### src/rtl/lmlt_pkg.sv
// Shared types and timing constants for the LCD mode and line timing block.
package lmlt_pkg;

	localparam int unsigned VISIBLE_LINES = 144;
	localparam int unsigned TOTAL_LINES   = VISIBLE_LINES + 10;

	localparam logic [9:0] SEARCH_TICKS = 10'd80;
	localparam logic [9:0] XFER_TICKS   = 10'd172;
	localparam logic [9:0] HBL_PERIOD   = 10'd204;
	localparam logic [9:0] LINE_TICKS   = SEARCH_TICKS + XFER_TICKS + HBL_PERIOD;

	localparam logic [7:0] LAST_VISIBLE = 8'(VISIBLE_LINES);
	localparam logic [8:0] LINE_WRAP    = 9'(TOTAL_LINES);

	// configuration register indexes
	localparam logic [1:0] REG_LINE_COMPARE   = 2'd0;
	localparam logic [1:0] REG_COMPARE_IRQ_EN = 2'd1;
	localparam logic [1:0] REG_VBLANK_IRQ_EN  = 2'd2;
	localparam logic [1:0] REG_SEARCH_IRQ_EN  = 2'd3;

	typedef enum logic [1:0] {
		MODE_HBLANK = 2'd0,
		MODE_VBLANK = 2'd1,
		MODE_SEARCH = 2'd2,
		MODE_XFER   = 2'd3
	} mode_t;

	typedef struct packed {
		logic [7:0] line_compare;
		logic       compare_irq_enable;
		logic       vblank_stat_irq_enable;
		logic       search_irq_enable;
	} cfg_t;

	// first field in the highest bits
	typedef struct packed {
		logic       render_line;
		logic       stat_irq;
		logic       vblank_irq;
		logic       coincidence;
		logic [7:0] line;
		mode_t      mode;
	} result_t;

endpackage

### src/rtl/lmlt_timer.sv
// Mode, line and tick counter state with its single-step update logic.
module lmlt_timer (
	input  logic             clk,
	input  logic             arst_n,
	input  logic             step_en,
	input  logic [5:0]       elapsed_clocks,
	input  lmlt_pkg::cfg_t   cfg,
	output lmlt_pkg::result_t result
);
	import lmlt_pkg::*;

	mode_t      mode_q, mode_d;
	logic [7:0] line_q, line_d;
	logic [9:0] tick_q, tick_d;
	logic       coincide_q, coincide_d;

	logic [9:0] tick_sum;
	logic [8:0] line_inc;
	logic       line_change;
	logic       vbl, stat, render;

	assign tick_sum = tick_q + {4'b0, elapsed_clocks};
	assign line_inc = {1'b0, line_q} + 9'd1;

	// next state
	always_comb begin
		mode_d      = mode_q;
		line_d      = line_q;
		tick_d      = tick_sum;
		line_change = 1'b0;
		unique case (mode_q)
			MODE_SEARCH: begin
				if (tick_sum >= SEARCH_TICKS) begin
					tick_d = tick_sum - SEARCH_TICKS;
					mode_d = MODE_XFER;
				end
			end
			MODE_XFER: begin
				if (tick_sum >= XFER_TICKS) begin
					tick_d = tick_sum - XFER_TICKS;
					mode_d = MODE_HBLANK;
				end
			end
			MODE_HBLANK: begin
				if (tick_sum >= HBL_PERIOD) begin
					tick_d      = tick_sum - HBL_PERIOD;
					line_d      = line_inc[7:0];
					line_change = 1'b1;
					mode_d      = (line_inc[7:0] == LAST_VISIBLE) ? MODE_VBLANK : MODE_SEARCH;
				end
			end
			default: begin
				if (tick_sum >= LINE_TICKS) begin
					tick_d      = tick_sum - LINE_TICKS;
					line_d      = (line_inc >= LINE_WRAP) ? 8'd0 : line_inc[7:0];
					line_change = 1'b1;
					if (line_d == 8'd0) mode_d = MODE_SEARCH;
				end
			end
		endcase
		coincide_d = line_change ? (line_d == cfg.line_compare) : coincide_q;
	end

	// pulses
	always_comb begin
		render = (mode_q == MODE_XFER) && (mode_d == MODE_HBLANK);
		vbl    = (mode_q == MODE_HBLANK) && (mode_d == MODE_VBLANK);
		stat   = (line_change && coincide_d && cfg.compare_irq_enable)
		      || (vbl && cfg.vblank_stat_irq_enable)
		      || ((mode_q != MODE_SEARCH) && (mode_d == MODE_SEARCH) && cfg.search_irq_enable);
	end

	always_ff @(posedge clk or negedge arst_n) begin
		if (!arst_n) begin
			mode_q     <= MODE_HBLANK;
			line_q     <= 8'd0;
			tick_q     <= 10'd0;
			coincide_q <= 1'b0;
		end else if (step_en) begin
			mode_q     <= mode_d;
			line_q     <= line_d;
			tick_q     <= tick_d;
			coincide_q <= coincide_d;
		end
	end

	assign result = '{render_line: render, stat_irq: stat, vblank_irq: vbl,
	                  coincidence: coincide_d, line: line_d, mode: mode_d};

endmodule

### src/rtl/lcd_mode_line_timing_core.sv
// LCD mode and line timing: top level with input stage, result register and config.
// An accepted input is held in the input stage until the result register takes it.
// One item per cycle unless the output stalls; the timer's tick add, threshold compare
// and mode update run in the single stage between the input and result registers.
// Reset (arst_n low, asynchronous): hblank on line 0, ticks and flags cleared,
// config registers cleared, both stages empty.
module lcd_mode_line_timing_core (
	input  logic        clk,
	input  logic        arst_n,
	input  logic        s_axis_tvalid,
	output logic        s_axis_tready,
	input  logic [7:0]  s_axis_tdata,  // [5:0] elapsed_clocks, [7:6] zero
	output logic        m_axis_tvalid,
	input  logic        m_axis_tready,
	output logic [15:0] m_axis_tdata,  // [1:0] mode, [9:2] line, [10] coincidence,
	                                   // [11] vblank_irq, [12] stat_irq, [13] render_line
	input  logic        cfg_we,
	input  logic [1:0]  cfg_index,
	input  logic [7:0]  cfg_data
);
	import lmlt_pkg::*;

	cfg_t       cfg_q;
	logic       valid_s1;
	logic [5:0] elapsed_s1;
	logic       valid_s2;
	result_t    result_s2;
	result_t    result;
	logic       advance;

	assign advance       = valid_s1 && (!valid_s2 || m_axis_tready);
	assign s_axis_tready = !valid_s1 || advance;

	always_ff @(posedge clk or negedge arst_n) begin
		if (!arst_n) begin
			cfg_q <= '0;
		end else if (cfg_we) begin
			unique case (cfg_index)
				REG_LINE_COMPARE:   cfg_q.line_compare           <= cfg_data;
				REG_COMPARE_IRQ_EN: cfg_q.compare_irq_enable     <= cfg_data[0];
				REG_VBLANK_IRQ_EN:  cfg_q.vblank_stat_irq_enable <= cfg_data[0];
				REG_SEARCH_IRQ_EN:  cfg_q.search_irq_enable      <= cfg_data[0];
				default:            cfg_q                        <= cfg_q;
			endcase
		end
	end

	// input stage
	always_ff @(posedge clk or negedge arst_n) begin
		if (!arst_n) begin
			valid_s1 <= 1'b0;
		end else if (s_axis_tready) begin
			valid_s1 <= s_axis_tvalid;
		end
	end

	always_ff @(posedge clk) begin
		if (s_axis_tvalid && s_axis_tready) elapsed_s1 <= s_axis_tdata[5:0];
	end

	lmlt_timer u_timer (
		.clk            (clk),
		.arst_n         (arst_n),
		.step_en        (advance),
		.elapsed_clocks (elapsed_s1),
		.cfg            (cfg_q),
		.result         (result)
	);

	// result stage: hold until the transaction completes
	always_ff @(posedge clk or negedge arst_n) begin
		if (!arst_n) begin
			valid_s2 <= 1'b0;
		end else if (advance) begin
			valid_s2 <= 1'b1;
		end else if (m_axis_tready) begin
			valid_s2 <= 1'b0;
		end
	end

	always_ff @(posedge clk) begin
		if (advance) result_s2 <= result;
	end

	assign m_axis_tvalid = valid_s2;
	assign m_axis_tdata  = {2'b00, result_s2};

	a_s1_hold: assert property (@(posedge clk) disable iff (!arst_n)
		valid_s1 && !advance |=> valid_s1 && $stable(elapsed_s1))
		else $error("input stage lost or changed a pending item");

	a_vbl_entry: assert property (@(posedge clk) disable iff (!arst_n)
		valid_s2 && result_s2.vblank_irq |->
		result_s2.mode == MODE_VBLANK && result_s2.line == LAST_VISIBLE)
		else $error("vblank pulse without vblank entry");

	a_render_mode: assert property (@(posedge clk) disable iff (!arst_n)
		valid_s2 && result_s2.render_line |->
		result_s2.mode == MODE_HBLANK && !result_s2.vblank_irq)
		else $error("render pulse outside transfer end");

	a_line_range: assert property (@(posedge clk) disable iff (!arst_n)
		valid_s2 |-> {1'b0, result_s2.line} < LINE_WRAP)
		else $error("line beyond total line count");

endmodule
### config.mk
export PLATFORM = sky130hd
export DESIGN_NAME = lcd_mode_line_timing_core
export DESIGN_NICKNAME = d
export VERILOG_FILES = /design/src/rtl/lmlt_pkg.sv /design/src/rtl/lmlt_timer.sv /design/src/rtl/lcd_mode_line_timing_core.sv
export SDC_FILE = /design/constraint.sdc
export NUM_CORES = 1
export LEC_CHECK = 0
export ABC_AREA = 1
export BUFFER_PORTS_ARGS = -buffer_cell sky130_fd_sc_hd__buf_4
export CORE_MARGIN = 4
export CORE_UTILIZATION = 55
export CTS_BUF_LIST = sky130_fd_sc_hd__clkbuf_8
export CTS_CLUSTER_DIAMETER = 100
export CTS_CLUSTER_SIZE = 40
export DETAILED_ROUTE_END_ITERATION = 7
export PLACE_DENSITY = 0.75
export SYNTH_ARGS = -nofsm -noshare
export SYNTH_HDL_FRONTEND = slang
export SYNTH_SLANG_ARGS = --single-unit
export TNS_END_PERCENT = 100
### constraint.sdc
create_clock -name clk -period 6 [get_ports clk]
set_clock_uncertainty 0.05 [all_clocks]
set_input_delay 1.2 -clock clk [delete_from_list [all_inputs] [get_ports clk]]
set_output_delay 1.2 -clock clk [all_outputs]
set_load 0.02 [all_outputs]
=== Word-level counts from Yosys, hierarchy flattened ===
Cells that the tools add are included.
Widths: inputs -> output; s select.

* Bits in registers: 54
* Input port bits: 23
* Output and inout bits: 18
* Logic and storage cells: 85

* $add $sub $neg: 6
* Magnitude comparators: 5
* Equal/unequal tests: 10
* Muxes and demuxes: 22
* Reductions and logical operators: 25

{| class="wikitable"
|+ Operator list
! kind !! number
|-
| $mux 10 || 4
|-
| $pmux 10 s3 || 1
|-
| $mux 8 || 3
|-
| $ge 10x8->1 const B || 2
|-
| $sub 10x8->10 const B || 2
|-
| $pmux 8 s2 || 1
|-
| $mux 2 || 6
|-
| $add 10x6->10 || 1
|-
| $eq 2x2->1 const B || 5
|-
| $ge 10x7->1 const B || 1
|-
| $ge 10x9->1 const B || 1
|-
| $sub 10x7->10 const B || 1
|-
| $sub 10x9->10 const B || 1
|-
| $add 8x1->9 const B || 1
|-
| $ge 9x8->1 const B || 1
|-
| $logic_and 1x1->1 || 9
|-
| $eq 8x8->1 || 1
|-
| $eq 8x8->1 const B || 1
|-
| $logic_not 8->1 || 1
|-
| $reduce_and 2->1 || 4
|-
| $logic_not 2->1 || 3
|-
| $pmux 2 s3 || 1
|-
| $mux 1 || 5
|-
| $eq 2x1->1 const B || 2
|-
| 6 further kinds || 10
|}

=== Depth between registers and ports, before layout ===
Gate-level depths: netlist (run 1).

* Word-level depth: 12
* Mapped depth: 28
* Depth with buffers taken out: 28

=== Hierarchy ===
From an unflattened synthesis (run 1), not the netlist that was laid out.

* Cells, all modules: 580
* Area total of the unflattened synthesis: 4306.6 um^2

{| class="wikitable"
|+ Modules (own cells, without submodules)
! module !! times used !! cells each !! area an instance (um^2) !! sequential area each (um^2)
|-
| lmlt_timer || 1 || 494 || 3128.0 || 525.5
|-
| lcd_mode_line_timing_core || 1 || 86 || 1178.6 || 925.9
|}

=== Worst setup path before layout (run 1) ===
OpenSTA, ideal clock, no wires.

* Path type: register -> register
* From: register elapsed_s1[0]
* To: register result_s2 (netlist bit m_axis_tdata[12]) (data pin)
* Setup time: 0.260 ns
* Arrival time: 3.205 ns
* Data required time: 5.690 ns
* Setup slack: 2.485 ns
* Stages on the path, launching flop included: 22
* Path buffers: 1
* Clock period less this slack: 3.515 ns
* Cells stage by stage: edfxtp_1 -> ha_1 -> fa_1 -> nand2_1 -> nand2_2 -> xnor2_1 -> ha_1 -> inv_1 -> a21oi_1 -> inv_1 -> nand3_4 -> nand2_4 -> buf_6 -> nand3_2 -> nand2_1 -> nor2_2 -> nand2_1 -> or2_0 -> nand2_1 -> nor2_1 -> nand4_1 -> nand3_1

{| class="wikitable"
|+ RTL lines
! element !! RTL line !! source
|-
| start, declared || lcd_mode_line_timing_core.sv:25 || <nowiki>logic [5:0] elapsed_s1;</nowiki>
|-
| start signal, assigned || lcd_mode_line_timing_core.sv:58 || <nowiki>if (s_axis_tvalid && s_axis_tready) elapsed_s1 <= s_axis_tdata[5:0];</nowiki>
|-
| end signal, assigned || lcd_mode_line_timing_core.sv:82 || <nowiki>if (advance) result_s2 <= result;</nowiki>
|-
| end, declared || lcd_mode_line_timing_core.sv:27 || <nowiki>result_t result_s2;</nowiki>
|}

==> results of run 1 <==
flip-flops by register name, summed over array words and instances (netlist names):
name and cells:
u_timer.mode_q 2, elapsed_s1 6, u_timer.line_q 8, u_timer.coincide_q 1, u_timer.tick_q 10, m_axis_tvalid 1
cfg_q 11, m_axis_tdata 14, valid_s1 1
placed cells by master, fill, tap and decap left out, types with 8 or more instances in the layout:
cell / synthesis / layout
buf_4: 4 / 39
nand4_1: 13 / 13
o21ai_0: 27 / 27
a21oi_1: 22 / 22
xor2_1: 8 / 8
nand2_2: 19 / 19
dfrtp_1: 34 / 34
nand3_1: 49 / 49
nand2_1: 161 / 161
nor2_1: 40 / 40
ha_1: 18 / 18
edfxtp_1: 20 / 20
inv_1: 70 / 70
layer usage:
layer,global-route usage,vias to the layer above,share of wire
met5,0,-,0
met4,0.03245,0,0.0039
met3,0.02526,4,0.054
met2,0.3650,116,0.43
met1,0.3852,1783,0.51
li1,-,1928,-
worst max-delay path: cells and delay by family (launching register included):
family,cells,cell delay [ns]
compound gates,2,0.83
xor+xnor,1,0.47
simple gates,15,1.40
buf+inv,1,0.07
flops,1,0.38
fa+ha+maj,2,0.67
through the flow:
stage          utilization  hold WS (ns)  worst slack (ns)
6_report            0.6278        0.4480             1.972
4_1_cts             0.6278        0.4515             2.000
3_3_place_gp        0.6138        0.4157             2.076
2_1_floorplan            -        0.3952             2.485
3_5_place_dp        0.6138        0.4237             2.051
5_1_grt             0.6278        0.4802             1.556
kinds of logic (layout without fill, tap and decap cells):
group,after synthesis,count (layout),share of synthesized area
AOI/OAI and AO/OA,74,74,0.1091
muxes,2,2,0.005378
xor gates and xnor gates,11,11,0.02301
adders and majority gates,19,19,0.05856
and+or+nand+nor,316,316,0.3597
DFF,54,54,0.3466
other,1,2,0.0008955
buffers and inverters,95,126,0.09680
worst max path at each step:
stage	endpoint	slack [ns]
floorplan	m_axis_tdata[12]	2.48
global placement	m_axis_tdata[12]	2.08
detailed placement	m_axis_tdata[12]	2.05
CTS	m_axis_tdata[12]	2.00
global route	m_axis_tdata[12]	1.56
finish	m_axis_tdata[12]	1.97
area by class of cell:
type,count,area [um^2],share of cell area
Multi-Input combinational cell,424,2335,0.5073
Sequential cell,54,1451,0.3154
Inverter,79,296.5,0.06444
Timing Repair Buffer,39,292.8,0.06362
Tap cell,99,123.9,0.02692
Clock buffer,6,82.58,0.01794
Clock inverter,2,20.02,0.004350
==> results.yml, run 1 <==
floorplan:
  rows: 31
  die_area_mm2: 0.009074
  dieHeight_um: 95.26
  core-area_mm2: 0.007331
  start_util: 0.5713
  die_x_um: 95.26
  io_pins: 41
cts:
  h-tree-depth: 2
  cts_setup_buffers: 0
  cts_hold_buf: 0
  tritoncts: "done"
  cts_buffers: 5
  cts_sinks: 54
  clock_path_buffers: 2
  clk_latency_ns: 0.32
  cts-root-buf: "clkbuf_8"
  cts_resized: 0
  clkTransAtPathRegs_ns: 0.11
timing:
  worst_slew_pin_slew_ns: 0.8372
  slew_headroom: 0.4405
  setup_viol: 0
  period_minus_slack_ns: 4.028
  setup-tns-final_ns: 0
  grt_setup_unrepaired: "false"
  final_hold_viol_count: 0
  fmax_mhz: 248.3
  slew_viol_final: 0
  post-route-period-util: 0.6713
critical_path:
  startpoint_type: "register"
  endpoint_kind: "register"
  worstPathRequired_ns: 6.13
  crit_type: "reg2reg"
  cp.arrival_ns: 4.16
  crit_start: "elapsed_s1[2]"
  crit_path_cell_trace: "ha_1 > nand2_1 > nand2_1 > inv_2 > nand2_2 > nand2_1 > nand2_1 > xnor2_1 > ha_1 > nand3_1 > nand3_1 > nand2_1 > o21ai_2 > o21ai_0 > nand3_1 > nand3_1 > nand2_1 > nand2_1 > nor2_2 > nand4_1 > nand3_1"
  reg2reg_to: "m_axis_tdata[12]"
  timing.critical_path.mode_cell: "nand2_1"
  crit_slowest_cell: "o21ai_2"
  r2r-start: "elapsed_s1[2]"
  cp_max_fo: 16
  worstRegToRegCells: 21
  rrSetupSlack_ns: 1.97
  max_stage_delay_ns: 0.62
status:
  outcome: "completed"
routing:
  first_pass_iters: 5
  via_per_inst: 5.450
  first_iter_violations: 326
  wirelength_um: 10450
  route.detailed.drc: 0
  wire_per_inst_um: 14.86
  ant_nets: 0
  vias: 3831
min_path:
  worstHoldPathCells: 2
  min_to: "u_timer.coincide_q"
  hold_class: "reg2reg"
  hold_path.startpoint: "u_timer.coincide_q"
placement:
  portBuffers: 36
  dp_hpwl_um: 7861
  place_inst: 695
  place_area_mm2: 0.004499
  gp_congestion: 0.9377
logic_synthesis:
  post-synth-top-count-cell: "nand2_1"
  ys.flop_type: "dfrtp_1"
  synth_top_cell_by_area: "dfrtp_1"
  async_flop_share: 0.6296
  yosysSeqAreaShare: 0.3466
  syn_inst: 572
  netlist_area_mm2: 0.004188
  yosysTopAreaCellShare: 0.2032
  ys_ff_latch: 54
  syn_area_per_cell_um2: 7.321
  synth_top_cells_by_count: "nand2_1, inv_1, nand3_1"
  synth_edf_count: 20
  synthTopCellsByArea: "dfrtp_1, nand2_1, edfxtp_1"
  synth_warnings: 0
  ys_types: 51
global_route:
  overflow: 0
  grt_max_degree: 35
  grt_pass1_vias: 3556
  grt_usage: 0.2434
  grt_pass1_wl_um: 17480
  antenna_found_initial: 0
cells_and_area:
  fin_cells: 703
  fin_area_mm2: 0.004602
  drive_gt1_frac: 0.1722
  diodes: 0
  fill_cells: 690
  area_growth_pct: 9.889
  finish.net_count: 645
flow_run:
  max_cap_viol_count: 0
Power of run 1 is left out: the tool's default activity adds up to more than one toggle a clock period on the data nets, which glitch-free logic cannot reach.
==> run 2: changes to the inputs <==
clock period = 3.78 ns   (was 6 ns; I/O delays follow)
==> run 2 against run 1 <==
Against the previous run:
- routed wire length decreased by 0.20%
- highest routed layer unchanged
- final area increased by 2.9%
- fmax increased by 15%
- final cell count increased by 1.3%
- global-route usage increased by 0.45 points
- largest cell class unchanged
- hold slack got worse by 0.11 ns
- critical path type unchanged
- register-to-register slack got worse by 1.7 ns
==> results.yml, run 2 (same netlist as run 1, synthesis figures left out) <==
global_route:
  grt_max_degree: 35
  grt_pass1_vias: 3700
  grt_pass1_wl_um: 17680
  overflow: 0
  grt_usage: 0.2480
  antenna_found_initial: 0
floorplan:
  start_util: 0.5713
  io_pins: 41
  die_x_um: 95.26
  core-area_mm2: 0.007331
  dieHeight_um: 95.26
  rows: 31
  die_area_mm2: 0.009074
cells_and_area:
  fill_cells: 659
  largest_reg_flops: 14
  area_growth_pct: 13.12
  diodes: 0
  seqCellArea_mm2: 0.001451
  drive_gt1_frac: 0.1909
  layout_commonest_cell: "nand2_1"
  multi_input_area_mm2: 0.002367
  mostFrequentLayoutCells: "nand2_1, inv_1, nand3_1"
  finish.net_count: 654
  fin_area_mm2: 0.004737
  final_util: 0.6462
flow_run:
  max_cap_viol_count: 0
cts:
  cts-root-buf: "clkbuf_8"
  tritoncts: "done"
  clkTransAtPathRegs_ns: 0.10
  clk_latency_ns: 0.31
  h-tree-depth: 2
  cts_hold_buf: 0
  clock_path_buffers: 2
  cts_buffers: 5
  cts_sinks: 54
timing:
  grt_setup_unrepaired: "false"
  final_hold_viol_count: 0
  setup-tns-final_ns: 0
  slew_viol_final: 0
  slew_headroom: 0.6119
  fmax_mhz: 286.6
  worst_slew_pin_slew_ns: 0.5806
  period_minus_slack_ns: 3.489
  post-route-period-util: 0.9231
  setup_viol: 0
critical_path:
  startpoint_type: "register"
  rrSetupSlack_ns: 0.29
  worstRegToRegCells: 22
  cp_max_fo: 10
  cp.arrival_ns: 3.69
  worstPathRequired_ns: 3.98
  crit_type: "reg2reg"
  endpoint_kind: "register"
  r2r-start: "elapsed_s1[0]"
  reg2reg_to: "u_timer.coincide_q"
routing:
  via_per_inst: 5.515
  wire_per_inst_um: 14.64
  ant_nets: 0
  vias: 3927
  wirelength_um: 10430
  route.detailed.drc: 0
  first_pass_iters: 5
  first_iter_violations: 309
placement:
  dp_hpwl_um: 7899
  place_area_mm2: 0.004592
  gp_congestion: 0.9568
  portBuffers: 36
status:
  outcome: "completed"
min_path:
  hold_class: "in2async"
[run 2: worst max-delay path by stage]
stage                                 start                  to  slack [ns]  cells past startpoint
after floorplan               elapsed_s1[0]    m_axis_tdata[12]        0.26                     21
after global routing      u_timer.tick_q[2]  u_timer.coincide_q       0.006                     28
after detailed placement      elapsed_s1[0]  u_timer.coincide_q        0.16                     22
after global placement        elapsed_s1[0]  u_timer.coincide_q        0.18                     22
after CTS                     elapsed_s1[0]  u_timer.coincide_q        0.12                     22
final                         elapsed_s1[0]  u_timer.coincide_q        0.29                     22
[run 2: worst max-delay path: stages (launching register included)]
cell and delay [ns]:
edfxtp_1 0.38, ha_1 0.27, fa_1 0.45, nand2_1 0.11, nand2_2 0.07, xnor2_2 0.21, ha_1 0.24, inv_1 0.07
a21oi_1 0.13, inv_1 0.10, nand3_4 0.11, nand2_4 0.12, nand2_8 0.13, inv_4 0.06, nand2_1 0.07, nand2_2 0.07
nor2_4 0.17, nor2_1 0.09, nor3_4 0.22, nand3_2 0.10, nand2_2 0.08, nand2_1 0.05, nand2_1 0.06
[run 2: per-stage QoR]
step / setup slack [ns] / std cells / hold slack [ns]
finish: 0.2906 / 712 / 0.3373
global route: 0.005821 / 712 / 0.3634
CTS: 0.1202 / 712 / 0.3510
detailed placement: 0.1643 / 704 / 0.4188
global placement: 0.1802 / 704 / 0.4146
floorplan: 0.2650 / 573 / 0.3952
[run 2: what timing repair did]
action	CTS	global route
setup endpoints to repair	0	10
setup buffers	0	0
resized for setup	0	8
[run 2: final cells by class]
cell class                      count  share of cell area
Clock buffer                        5             0.01453
Tap cell                           99             0.02615
Multi-Input combinational cell    424              0.4997
Timing Repair Buffer               48             0.08135
Inverter                           79             0.06313
Sequential cell                    54              0.3064
Clock inverter                      3            0.008716
[run 2: routing by layer]
metal,GRT usage,wire length (um),part of all wire
met1,0.3786,5202,0.50
met2,0.3603,4430,0.42
met3,0.04104,686,0.066
met4,0.06731,107,0.010
met5,0,0,0
Power of run 2 is left out for the same reason.
